### src/sv/hmp_pkg.sv
// Package: shared types and constants for the hash message padder.
`timescale 1ns / 1ps
`default_nettype none

package hmp_pkg;

    localparam int unsigned NUM_WORDS  = 16;
    localparam int unsigned WORD_W     = 32;
    localparam int unsigned BYTE_W     = 8;
    localparam int unsigned LEN_W      = 64;
    localparam int unsigned CNT_W      = 6;
    localparam int unsigned IDX_W      = 4;

    localparam logic [BYTE_W-1:0] MARKER_BYTE = 8'h80;
    localparam logic [CNT_W-1:0]  LAST_BYTE   = 6'd63;
    localparam logic [2:0]        LEN_OCTET   = 3'd7;   // bytes 56..63 carry the length
    localparam logic [IDX_W-1:0]  LAST_INDEX  = 4'd15;
    localparam logic [LEN_W-1:0]  BITS_PER_BYTE = 64'd8;

    // Length byte placement
    localparam logic ORDER_MD5    = 1'b0;
    localparam logic ORDER_SHA256 = 1'b1;

    typedef enum logic [1:0] {
        ST_FILL,
        ST_PAD,
        ST_EMIT
    } state_t;

    // Control from sequencer to the cell chain
    typedef struct packed {
        logic              shift_byte;
        logic              shift_word;
        logic [BYTE_W-1:0] byte_val;
    } chain_ctl_t;

endpackage : hmp_pkg

`default_nettype wire

### src/sv/hmp_if.sv
// Interfaces: message byte channel and block word channel.
`timescale 1ns / 1ps
`default_nettype none

interface hmp_in_if;
    logic       valid;
    logic       ready;
    logic       has_byte;
    logic [7:0] data_byte;
    logic       message_end;

    modport source (output valid, has_byte, data_byte, message_end, input ready);
    modport sink   (input valid, has_byte, data_byte, message_end, output ready);
endinterface : hmp_in_if

interface hmp_out_if;
    logic        valid;
    logic        ready;
    logic [31:0] block_word;
    logic [3:0]  word_index;
    logic        last_word;
    logic        final_block;

    modport source (output valid, block_word, word_index, last_word, final_block,
                    input ready);
    modport sink   (input valid, block_word, word_index, last_word, final_block,
                    output ready);
endinterface : hmp_out_if

`default_nettype wire

### src/sv/hmp_cell.sv
// One 32-bit word cell of the block chain: byte shift and word shift.
`timescale 1ns / 1ps
`default_nettype none

module hmp_cell (
    input  wire logic                       clk,
    input  wire hmp_pkg::chain_ctl_t        ctl,
    input  wire logic [hmp_pkg::BYTE_W-1:0] byte_in,
    input  wire logic [hmp_pkg::WORD_W-1:0] word_in,
    output logic [hmp_pkg::BYTE_W-1:0]      byte_out,
    output logic [hmp_pkg::WORD_W-1:0]      word_out
);
    import hmp_pkg::*;

    logic [WORD_W-1:0] word_reg;
    logic [WORD_W-1:0] word_next;

    always_comb
    begin
        word_next = word_reg;
        if (ctl.shift_word)
        begin
            word_next = word_in;
        end
        else if (ctl.shift_byte)
        begin
            word_next = {byte_in, word_reg[WORD_W-1:BYTE_W]};
        end
    end

    // Payload only; every block is fully shifted in before it is read
    always_ff @(posedge clk)
    begin
        word_reg <= word_next;
    end

    assign byte_out = word_reg[BYTE_W-1:0];
    assign word_out = word_reg;

endmodule : hmp_cell

`default_nettype wire

### src/sv/hmp_ctrl.sv
// Sequencer: byte counting, padding, length insertion and word readout.
`timescale 1ns / 1ps
`default_nettype none

module hmp_ctrl (
    input  wire logic                       clk,
    input  wire logic                       rst_n,
    input  wire logic                       cfg_we,
    input  wire logic                       cfg_wdata,
    input  wire logic                       in_valid,
    output logic                            in_ready,
    input  wire logic                       in_has_byte,
    input  wire logic [hmp_pkg::BYTE_W-1:0] in_data_byte,
    input  wire logic                       in_message_end,
    input  wire logic [hmp_pkg::WORD_W-1:0] head_word,
    output hmp_pkg::chain_ctl_t             chain_ctl,
    output logic                            out_valid,
    input  wire logic                       out_ready,
    output logic [hmp_pkg::WORD_W-1:0]      out_block_word,
    output logic [hmp_pkg::IDX_W-1:0]       out_word_index,
    output logic                            out_last_word,
    output logic                            out_final_block
);
    import hmp_pkg::*;

    state_t             state_reg,  state_next;
    logic [CNT_W-1:0]   cnt_reg,    cnt_next;
    logic [LEN_W-1:0]   bitlen_reg, bitlen_next;
    logic               order_reg,  order_next;
    logic               pad_reg,    pad_next;     // message end seen
    logic               marker_reg, marker_next;  // 0x80 already placed
    logic               final_reg,  final_next;   // current block is the last one
    logic [IDX_W-1:0]   wcnt_reg,   wcnt_next;
    logic               ov_reg,     ov_next;

    logic [WORD_W-1:0]  oword_reg,  oword_next;
    logic [IDX_W-1:0]   oidx_reg,   oidx_next;
    logic               olast_reg,  olast_next;
    logic               ofinal_reg, ofinal_next;

    logic               in_acc;
    logic               load;
    logic [2:0]         len_sel;
    logic [LEN_W-1:0]   len_shifted;
    logic [BYTE_W-1:0]  len_byte;

    // Byte j of the length field: LSB first, or MSB first when reversed
    assign len_sel     = (order_reg == ORDER_SHA256) ? ~cnt_reg[2:0] : cnt_reg[2:0];
    assign len_shifted = bitlen_reg >> {len_sel, 3'b000};
    assign len_byte    = len_shifted[BYTE_W-1:0];

    assign in_ready = (state_reg == ST_FILL);
    assign in_acc   = in_valid && in_ready;
    assign load     = !ov_reg || out_ready;

    always_comb
    begin
        state_next  = state_reg;
        cnt_next    = cnt_reg;
        bitlen_next = bitlen_reg;
        order_next  = cfg_we ? cfg_wdata : order_reg;
        pad_next    = pad_reg;
        marker_next = marker_reg;
        final_next  = final_reg;
        wcnt_next   = wcnt_reg;
        ov_next     = ov_reg && !out_ready;
        oword_next  = oword_reg;
        oidx_next   = oidx_reg;
        olast_next  = olast_reg;
        ofinal_next = ofinal_reg;
        chain_ctl   = '0;

        case (state_reg)
            ST_FILL:
            begin
                if (in_acc)
                begin
                    if (in_has_byte)
                    begin
                        chain_ctl.shift_byte = 1'b1;
                        chain_ctl.byte_val   = in_data_byte;
                        cnt_next             = cnt_reg + 1'b1;
                        bitlen_next          = bitlen_reg + BITS_PER_BYTE;
                    end
                    if (in_message_end)
                    begin
                        pad_next = 1'b1;
                    end
                    if (in_has_byte && cnt_reg == LAST_BYTE)
                    begin
                        state_next = ST_EMIT;
                    end
                    else if (in_message_end)
                    begin
                        state_next = ST_PAD;
                    end
                end
            end

            ST_PAD:
            begin
                chain_ctl.shift_byte = 1'b1;
                cnt_next             = cnt_reg + 1'b1;
                if (!marker_reg)
                begin
                    chain_ctl.byte_val = MARKER_BYTE;
                    marker_next        = 1'b1;
                    final_next         = (cnt_reg[5:3] != LEN_OCTET);
                end
                else if (cnt_reg[5:3] == LEN_OCTET && final_reg)
                begin
                    chain_ctl.byte_val = len_byte;
                end
                if (cnt_reg == LAST_BYTE)
                begin
                    state_next = ST_EMIT;
                end
            end

            ST_EMIT:
            begin
                if (load)
                begin
                    chain_ctl.shift_word = 1'b1;
                    ov_next     = 1'b1;
                    oword_next  = head_word;
                    oidx_next   = wcnt_reg;
                    olast_next  = (wcnt_reg == LAST_INDEX) && (final_reg || !pad_reg);
                    ofinal_next = final_reg;
                    wcnt_next   = wcnt_reg + 1'b1;
                    if (wcnt_reg == LAST_INDEX)
                    begin
                        if (final_reg)
                        begin
                            state_next  = ST_FILL;
                            cnt_next    = '0;
                            bitlen_next = '0;
                            pad_next    = 1'b0;
                            marker_next = 1'b0;
                            final_next  = 1'b0;
                        end
                        else if (pad_reg)
                        begin
                            state_next = ST_PAD;
                            // marker went out in this block: length block follows
                            final_next = marker_reg;
                        end
                        else
                        begin
                            state_next = ST_FILL;
                        end
                    end
                end
            end

            default:
            begin
                state_next = ST_FILL;
            end
        endcase
    end

    always_ff @(posedge clk or negedge rst_n)
    begin
        if (!rst_n)
        begin
            state_reg  <= ST_FILL;
            cnt_reg    <= '0;
            bitlen_reg <= '0;
            order_reg  <= ORDER_MD5;
            pad_reg    <= 1'b0;
            marker_reg <= 1'b0;
            final_reg  <= 1'b0;
            wcnt_reg   <= '0;
            ov_reg     <= 1'b0;
        end
        else
        begin
            state_reg  <= state_next;
            cnt_reg    <= cnt_next;
            bitlen_reg <= bitlen_next;
            order_reg  <= order_next;
            pad_reg    <= pad_next;
            marker_reg <= marker_next;
            final_reg  <= final_next;
            wcnt_reg   <= wcnt_next;
            ov_reg     <= ov_next;
        end
    end

    always_ff @(posedge clk)
    begin
        oword_reg  <= oword_next;
        oidx_reg   <= oidx_next;
        olast_reg  <= olast_next;
        ofinal_reg <= ofinal_next;
    end

    assign out_valid       = ov_reg;
    assign out_block_word  = oword_reg;
    assign out_word_index  = oidx_reg;
    assign out_last_word   = olast_reg;
    assign out_final_block = ofinal_reg;

endmodule : hmp_ctrl

`default_nettype wire

### src/sv/hash_message_padder.sv
// Top level: MD5 / SHA-256 message padder built on a chain of word cells.
//
// msg_in carries one beat per message byte (has_byte) and/or an end mark
// (message_end). Bytes shift into a chain of 16 word cells, eight bits per
// cycle, so after 64 bytes byte k sits little-endian in word k/4.
// A full block is read out on blk_out as 16 beats, word_index 0..15, one
// per cycle while the receiver is ready; the chain shifts one word per
// beat toward the output register and fills with zeros behind.
// At message end the sequencer keeps shifting by itself, one byte per
// cycle: the 0x80 marker, zeros, and at bytes 56..63 the 64-bit bit
// length (LSB first, or MSB first when length_byte_order is 1). A marker
// at byte 56 or later closes that block and a second, length-only block
// follows; final_block marks the words of the last block.
// Throughput: one byte per cycle while filling; msg_in is not ready during
// padding and readout. After the filling beat, the first word is valid once
// state_reg and then the output register are loaded; last_word flags the
// final beat caused by one input beat. A stalled receiver stalls readout;
// the held word stays steady. Reset clears counters, length and control.
// cfg_we writes length_byte_order; the user must write it only while idle,
// as the block itself does not enforce this.
`timescale 1ns / 1ps
`default_nettype none

module hash_message_padder (
    input  wire logic clk,
    input  wire logic rst_n,
    hmp_in_if.sink    msg_in,
    hmp_out_if.source blk_out,
    input  wire logic cfg_we,
    input  wire logic cfg_wdata
);
    import hmp_pkg::*;

    chain_ctl_t         chain_ctl;
    logic [BYTE_W-1:0]  byte_link [NUM_WORDS+1];
    logic [WORD_W-1:0]  word_link [NUM_WORDS+1];

    // Feed at the top of the chain: new bytes, zeros behind readout
    assign byte_link[NUM_WORDS] = chain_ctl.byte_val;
    assign word_link[NUM_WORDS] = '0;

    for (genvar i = 0; i < NUM_WORDS; i++)
    begin : g_cell
        hmp_cell u_cell (
            .clk      (clk),
            .ctl      (chain_ctl),
            .byte_in  (byte_link[i+1]),
            .word_in  (word_link[i+1]),
            .byte_out (byte_link[i]),
            .word_out (word_link[i])
        );
    end

    hmp_ctrl u_ctrl (
        .clk             (clk),
        .rst_n           (rst_n),
        .cfg_we          (cfg_we),
        .cfg_wdata       (cfg_wdata),
        .in_valid        (msg_in.valid),
        .in_ready        (msg_in.ready),
        .in_has_byte     (msg_in.has_byte),
        .in_data_byte    (msg_in.data_byte),
        .in_message_end  (msg_in.message_end),
        .head_word       (word_link[0]),
        .chain_ctl       (chain_ctl),
        .out_valid       (blk_out.valid),
        .out_ready       (blk_out.ready),
        .out_block_word  (blk_out.block_word),
        .out_word_index  (blk_out.word_index),
        .out_last_word   (blk_out.last_word),
        .out_final_block (blk_out.final_block)
    );

    // Low byte of the bottom cell leaves the chain unused
    logic unused_byte;
    assign unused_byte = ^byte_link[0];

endmodule : hash_message_padder

`default_nettype wire

### src/flat_wrapper.sv
// flat-port wrapper written by rule: the top's interface ports become plain ports
module hash_message_padder_flat import hmp_pkg::*;
  (clk, rst_n, cfg_we, cfg_wdata, msg_in_valid, msg_in_has_byte, msg_in_data_byte, msg_in_message_end, msg_in_ready, blk_out_valid, blk_out_block_word, blk_out_word_index, blk_out_last_word, blk_out_final_block, blk_out_ready);
  hmp_in_if msg_in_i ();
  hmp_out_if blk_out_i ();
  input  wire logic clk;
  input  wire logic rst_n;
  input  wire logic cfg_we;
  input  wire logic cfg_wdata;
  input wire logic [$bits(msg_in_i.valid)-1:0] msg_in_valid;
  input wire logic [$bits(msg_in_i.has_byte)-1:0] msg_in_has_byte;
  input wire logic [$bits(msg_in_i.data_byte)-1:0] msg_in_data_byte;
  input wire logic [$bits(msg_in_i.message_end)-1:0] msg_in_message_end;
  output wire logic [$bits(msg_in_i.ready)-1:0] msg_in_ready;
  output wire logic [$bits(blk_out_i.valid)-1:0] blk_out_valid;
  output wire logic [$bits(blk_out_i.block_word)-1:0] blk_out_block_word;
  output wire logic [$bits(blk_out_i.word_index)-1:0] blk_out_word_index;
  output wire logic [$bits(blk_out_i.last_word)-1:0] blk_out_last_word;
  output wire logic [$bits(blk_out_i.final_block)-1:0] blk_out_final_block;
  input wire logic [$bits(blk_out_i.ready)-1:0] blk_out_ready;
  assign msg_in_i.valid = msg_in_valid;
  assign msg_in_i.has_byte = msg_in_has_byte;
  assign msg_in_i.data_byte = msg_in_data_byte;
  assign msg_in_i.message_end = msg_in_message_end;
  assign msg_in_ready = msg_in_i.ready;
  assign blk_out_valid = blk_out_i.valid;
  assign blk_out_block_word = blk_out_i.block_word;
  assign blk_out_word_index = blk_out_i.word_index;
  assign blk_out_last_word = blk_out_i.last_word;
  assign blk_out_final_block = blk_out_i.final_block;
  assign blk_out_i.ready = blk_out_ready;
  hash_message_padder u_core (.clk(clk), .rst_n(rst_n), .msg_in(msg_in_i), .blk_out(blk_out_i), .cfg_we(cfg_we), .cfg_wdata(cfg_wdata));
endmodule
### config.mk
export PLATFORM = sky130hd
export DESIGN_NAME = hash_message_padder_flat
export DESIGN_NICKNAME = d
export VERILOG_FILES = /design/src/sv/hmp_pkg.sv /design/src/sv/hmp_if.sv /design/src/sv/hmp_cell.sv /design/src/sv/hmp_ctrl.sv /design/src/sv/hash_message_padder.sv /design/src/flat_wrapper.sv
export SDC_FILE = /design/constraint.sdc
export NUM_CORES = 1
export LEC_CHECK = 0
export ABC_AREA = 0
export BUFFER_PORTS_ARGS = -buffer_cell sky130_fd_sc_hd__buf_2
export CAP_MARGIN = 10
export CORE_ASPECT_RATIO = 1.2
export CORE_UTILIZATION = 57
export DETAILED_ROUTE_END_ITERATION = 6
export PLACE_DENSITY = 0.76
export SYNTH_ARGS = -nofsm -noshare
export SYNTH_HDL_FRONTEND = slang
export SYNTH_HIERARCHICAL = 1
export SYNTH_SLANG_ARGS = --single-unit
### constraint.sdc
create_clock -name clk -period 4.6 [get_ports clk]
set_input_delay 0.92 -clock clk [delete_from_list [all_inputs] [get_ports clk]]
set_output_delay 0.92 -clock clk [all_outputs]
set_load 0.01 [all_outputs]
* Yosys cells after proc, flatten, opt, wreduce, memory -nomap -nowiden *
Index checks and enable logic that the tools add are counted.

operators by class
  add/subtract/negate cells = 3
  equality and inequality tests = 15
  shifts and indexed selects = 1
  muxes and demuxes = 77
  bitwise operators = 1
  reduce and logical (&&, ||, !) cells = 22

operators by type and width
  kind                   count
  $mux 32                30
  $mux 64                5
  $pmux 64 s2            1
  $add 64x4->64 const B  1
  $shr 64x6->8           1
  $mux 8                 4
  $mux 6                 5
  $mux 1                 18
  $pmux 6 s3             1
  $reduce_and 6->1       3
  $pmux 8 s2             1
  $ne 2x2->1 const B     7
  $mux 2                 6
  $pmux 1 s2             4
  $reduce_and 4->1       2
  $add 6x1->6 const B    1
  $eq 6x6->1 const B     1
  $pmux 2 s3             1
  $reduce_bool 2->1      3
  $logic_and 1x1->1      5
  $reduce_and 5->1       1
  $add 4x1->4 const B    1
  $eq 4x4->1 const B     1
  $eq 3x3->1 const B     1
  other kinds (12)       15

storage, ports and cells
  flip-flop bits (word level) = 631
  bits of input ports = 16
  logic and storage cells = 148

* Logic depth before layout (Yosys ltp) *
  word-level depth = 6
  depth in mapped cells = 8
  depth with buffers taken out = 6

* Modules after synthesis *
Netlist, hierarchy kept.

modules (own cells, without submodules)
  module               times used  cells an instance  area an instance (µm²)
  hmp_cell             16          77                 1567.8
  hmp_ctrl             1           583                6019.5
  hash_message_padder  1           1                  3.8

* Least setup slack after synthesis *
No wires, ideal clock.

  path kind = input to register
  start point = in blk_out_ready
  end point = reg u_core.g_cell[0].u_cell.word_reg[0] (enable)
  data arrival time = 4973 ps
  path slack = -763 ps
  cell stages on the path = 5
  cell sequence = nor2b_1 -> nor2_1 -> buf_6 -> buf_12 -> or2_1

RTL lines
  item                    line                source
  start: declaration      flat_wrapper.sv:20  input wire logic [$bits(blk_out_i.ready)-1:0] blk_out_ready;
  end signal: assignment  hmp_cell.sv:34      word_reg <= word_next;
  end: declaration        hmp_cell.sv:15      logic [WORD_W-1:0] word_reg;

* Worst setup path after layout *
  start point = reg u_core.u_ctrl.state_reg[1]
  end point = reg u_core.u_ctrl.bitlen_reg[63]

between the ends
  longest elaborated chain between the ends = 4
  elaborated cells between the ends (all ways) = 11
  those cells by class = 6 x eq/ne; 1 x mux; 4 x reduce/logical

RTL lines
  item                        line                            source
  start: declaration          hmp_ctrl.sv:26                  state_t state_reg, state_next;
  start signal: assignment    hmp_ctrl.sv:179                 state_reg <= state_next;
  $logic_not 2->1             hmp_ctrl.sv:52, hmp_ctrl.sv:73
  $logic_and 1x1->1           hmp_ctrl.sv:53                  assign in_acc = in_valid && in_ready;
  $ne 2x1->1 (no line)        n/a
  $reduce_and 6->1 (no line)  n/a
  end signal: assignment      hmp_ctrl.sv:181                 bitlen_reg <= bitlen_next;
  end: declaration            hmp_ctrl.sv:28                  logic [LEN_W-1:0] bitlen_reg, bitlen_next;

Several ways; a longest one is shown, not always the timed one.
A chain may end at the register's enable or synchronous reset.

==> reports/results.env <==
STATUS='finished, final reports clean'
FIN_SETUP_TNS_NS=0
CORE_UM2=53800
LAYOUT.CELLS.MOST_COMMON='sky130_fd_sc_hd__edfxtp_1'
TIMING.CRITICAL_PATH.FROM_TYPE='flip-flop'
CTS_NUM_SINKS=628
MOSTFREQUENTLAYOUTCELLS='550 x sky130_fd_sc_hd__edfxtp_1, 464 x sky130_fd_sc_hd__mux2_4, 78 x sky130_fd_sc_hd__dfrtp_1'
NUM_ROWS=93
CRITPATHLAUNCH='u_core/u_ctrl/state_reg[1]'
ROUTE.DETAILED.VIAS_PER_INST=5.65
TIMING.FINAL.HOLD_VIOLATIONS=0
CTS.REPORTEDPATHS.CLKPINSLEW_NS=0.07
SYNTH_EDF_COUNT=550
CTS-RESIZED-GATES=0
DETAIL-ROUTE-ANTENNA-NETS=0
DRTPASS1ITERATIONS=5
POSTROUTEWIRELENGTH_UM=49500
MAX_CAP_VIOLATIONS=0
DIE_W_UM=215
PEAKVDDDROP_V=0.000562
IOPINCOUNT=56
HOLDCRITSTARTPOINT='u_core/g_cell[0].u_cell/word_out[2]'
CTS_TREE='built'
AREA.GROWTH.SYNTH_TO_FINAL_PCT=5.16
SYNTH_TOP_FAMILY_BY_AREA='multiplexers'
ROUTED_WIRE_LENGTH_PER_INSTANCE_UM=19.4
MAX-CLOCK-PATH-BUFFERS=3
DR.FIRST_ITER.DRC_COUNT=1016
GRT_REMAINING_OVERFLOW=0
NUMBER_OF_INSTANCES_IN_THE_SYNTHESIZED_NETLIST=1816
SYNTHSIMPLEGATEAREAFRAC=0.0480
FINAL_NET_COUNT=1816
TIMING.CRITICAL_PATH.FANOUT_MAX=17
FIN_CRIT_SH=0.713
GRT_ANTENNA_BEFORE_REPAIR=0
GRT_START_MAX_NET_PINS=79
GROUTE.USAGE.OVERALL=0.180
DP_HPWL_UM=32300
SYNTH_FA_HA_AREA_FRAC=0.00121
SYNTHESIS.AREA_PER_INSTANCE_UM2=17.1
CLOCK_TREE.ROOT_CELL='sky130_fd_sc_hd__clkbuf_16'
GRT_FIRST_PASS_WIRELENGTH_UM=82000
CAPTURING_ELEMENT_TYPE_OF_THE_CRITICAL_PATH='flip-flop'
WORSTHOLDENDPOINT='u_core/u_ctrl/out_block_word[2]'
SLEW_HEADROOM=0.229
FMAX_MHz=305
GRT_PASS1_VIAS=15400
CTS_HTREE_LEVELS=2
DIE-AREA_UM2=55500
PORT-BUFFER-COUNT=55
LEAKAGE_COMPONENT_OF_THE_POWER_nW=12.6
SETUP_REPAIR_AFTER_GLOBAL_ROUTING_MISSED_ITS_MARGIN='false'
FINALWORSTPATHREQUIREDPERIOD_NS=3.28
MIN_PATH_TYPE='flip-flop to flip-flop'
FINAL-SETUP-VIOL-COUNT=0
ROUTABILITYCONGESTION=0.950
START_UTIL=0.579
POWER_DENSITY_NORMALIZED_TO_CELL_AREA_nW_PER_UM2=645
CTS.HOLD.BUFFERS_ADDED=0
DOMINANTREGCELLSYNTH='sky130_fd_sc_hd__edfxtp_1'
SYNTHMUXAREASHARE=0.254
CRITICAL_PATH.REG2REG.STARTPOINT='u_core/u_ctrl/state_reg[1]'
FINAL.SETUP_SKEW_NS=0.0251
ANTENNA-DIODE-COUNT=0
POST_CTS.REPAIR.SETUP_BUFFERS=0
POST_SYNTHESIS_REGISTER_BIT_COUNT=628
CRITICAL_PATH_REQUIRED_NS=5.15
SYNTH-COMPOUND-AREA-SHARE=0.0208
REG2REG_SLACK_NS=1.32
PATH_CLASS='flip-flop to flip-flop'
CRIT-REG2REG-CAPTURE='u_core/u_ctrl/bitlen_reg[63]'
HOLD_PATH_DEPTH=0
CLK-INSERTION-DELAY-LATE_NS=0.63
CP_ARRIVAL_NS=3.83
SYNTH_XOR_AREA_FRAC=0.00957
TIGHTEST_SLEW_NS=1.15
LARGEST_REGISTER_FFS=512
WORST-R2R-CELL-COUNT=6
DRCVIOLATIONCOUNT=0
DPL_CELL_AREA_UM2=30800
FINALMAXSLEWVIOLATIONS=0
DRIVE_ABOVE_1_SHARE=0.401
NUMCTSBUFFERS=61
SYNTHESIS.YOSYS.WARNINGS=6
SEQ_AREA_FRAC_SYNTH=0.594
DIE-HEIGHT_UM=258
POST_SYNTH_INSTANCE_AREA_UM2=31100
POST_SYNTH_NUM_CELL_TYPES=50
SYNTH_ASYNC_SR_FLOP_SHARE=0.124
LAYOUT.CELL_AREA.NON_FILLER_UM2=32700
DR_TOTAL_VIAS=14400
-- routing by layer --
metal	share of wire	track usage	vias to the layer above
met3	0.037	0.0292	117
met4	0.035	0.0729	0
met1	0.41	0.219	7298
li1	-	-	6729
met5	0	0	-
met2	0.52	0.317	295
-- worst max-delay path: stages (launching register included) --
cell                        delay [ns]
sky130_fd_sc_hd__dfrtp_1          0.36
sky130_fd_sc_hd__buf_4            0.18
sky130_fd_sc_hd__and4bb_2         0.51
sky130_fd_sc_hd__o2111ai_1        0.49
sky130_fd_sc_hd__nand4b_1         0.78
sky130_fd_sc_hd__or4_1            0.71
sky130_fd_sc_hd__a21oi_1          0.17
-- report_power, final --
group          internal [W]  total [W]  switching (W)  leakage [nW]
Combinational       0.00295    0.00479        0.00184          4.72
Sequential          0.00991     0.0114        0.00148          6.90
Clock               0.00281    0.00491        0.00210         0.962
Total                0.0157     0.0211        0.00542          12.6
-- how the worst max path moves through the flow --
stage,end,slack (ns)
6_report,u_core/u_ctrl/bitlen_reg[63],1.32
5_1_grt,u_core/u_ctrl/bitlen_reg[59],1.15
4_1_cts,u_core/u_ctrl/bitlen_reg[55],1.35
3_5_place_dp,u_core/u_ctrl/bitlen_reg[63],0.95
3_3_place_gp,u_core/u_ctrl/bitlen_reg[63],1.01
2_1_floorplan,u_core/g_cell[0].u_cell/word_out[0],0.35
-- kinds of logic (layout without fill, tap and decap cells) --
family / Yosys count / in the layout
simple gates: 269 / 269
fa+ha+maj: 3 / 3
mux: 540 / 540
other cells: 1 / 32
buf+inv: 227 / 225
flops: 628 / 628
compound gates: 114 / 114
xor+xnor: 34 / 34
-- per-stage QoR --
| step | cells | util | power (W) | hold slack (ns) | worst slack [ns] |
|---|---|---|---|---|---|
| final | 2557 | 0.609 | 0.0211 | 0.422 | 1.32 |
| after CTS | 2557 | 0.609 | 0.0213 | 0.425 | 1.35 |
| after detailed placement | 2446 | 0.572 | 0.0163 | 0.407 | 0.945 |
| after global routing | 2557 | 0.609 | 0.0221 | 0.437 | 1.15 |
| after global placement | 2446 | 0.572 | 0.0159 | 0.405 | 1.01 |
| after floorplan | 1847 | - | 0.0156 | 0.427 | 0.345 |
-- final cells by class --
cell class,instances,area [µm²]
multi-input combinational,992,10500
timing repair buffer,108,863
fill,3861,21000
clock inverter,43,405
tap,712,891
clock buffer,68,1550
inverter,6,22.5
sequential,628,18500
-- Yosys cell counts (19+ instances only) --
cell type / count / share of area
sky130_fd_sc_hd__buf_12: 49 / 0.032
sky130_fd_sc_hd__a21oi_1: 46 / 0.0074
sky130_fd_sc_hd__dfrtp_1: 78 / 0.063
sky130_fd_sc_hd__nor2_1: 48 / 0.0058
sky130_fd_sc_hd__mux2_4: 464 / 0.22
sky130_fd_sc_hd__o21ai_0: 32 / 0.0051
sky130_fd_sc_hd__nand3_1: 32 / 0.0051
sky130_fd_sc_hd__buf_4: 128 / 0.031
sky130_fd_sc_hd__edfxtp_1: 550 / 0.53
sky130_fd_sc_hd__nand2_1: 52 / 0.0063
sky130_fd_sc_hd__clkbuf_1: 25 / 0.0030
sky130_fd_sc_hd__or4_1: 19 / 0.0046
sky130_fd_sc_hd__mux2_2: 60 / 0.022
sky130_fd_sc_hd__nand4_1: 19 / 0.0038
sky130_fd_sc_hd__or3_1: 26 / 0.0052
sky130_fd_sc_hd__xnor2_1: 21 / 0.0059
No activity file was read; power rests on OpenSTA's default activity.
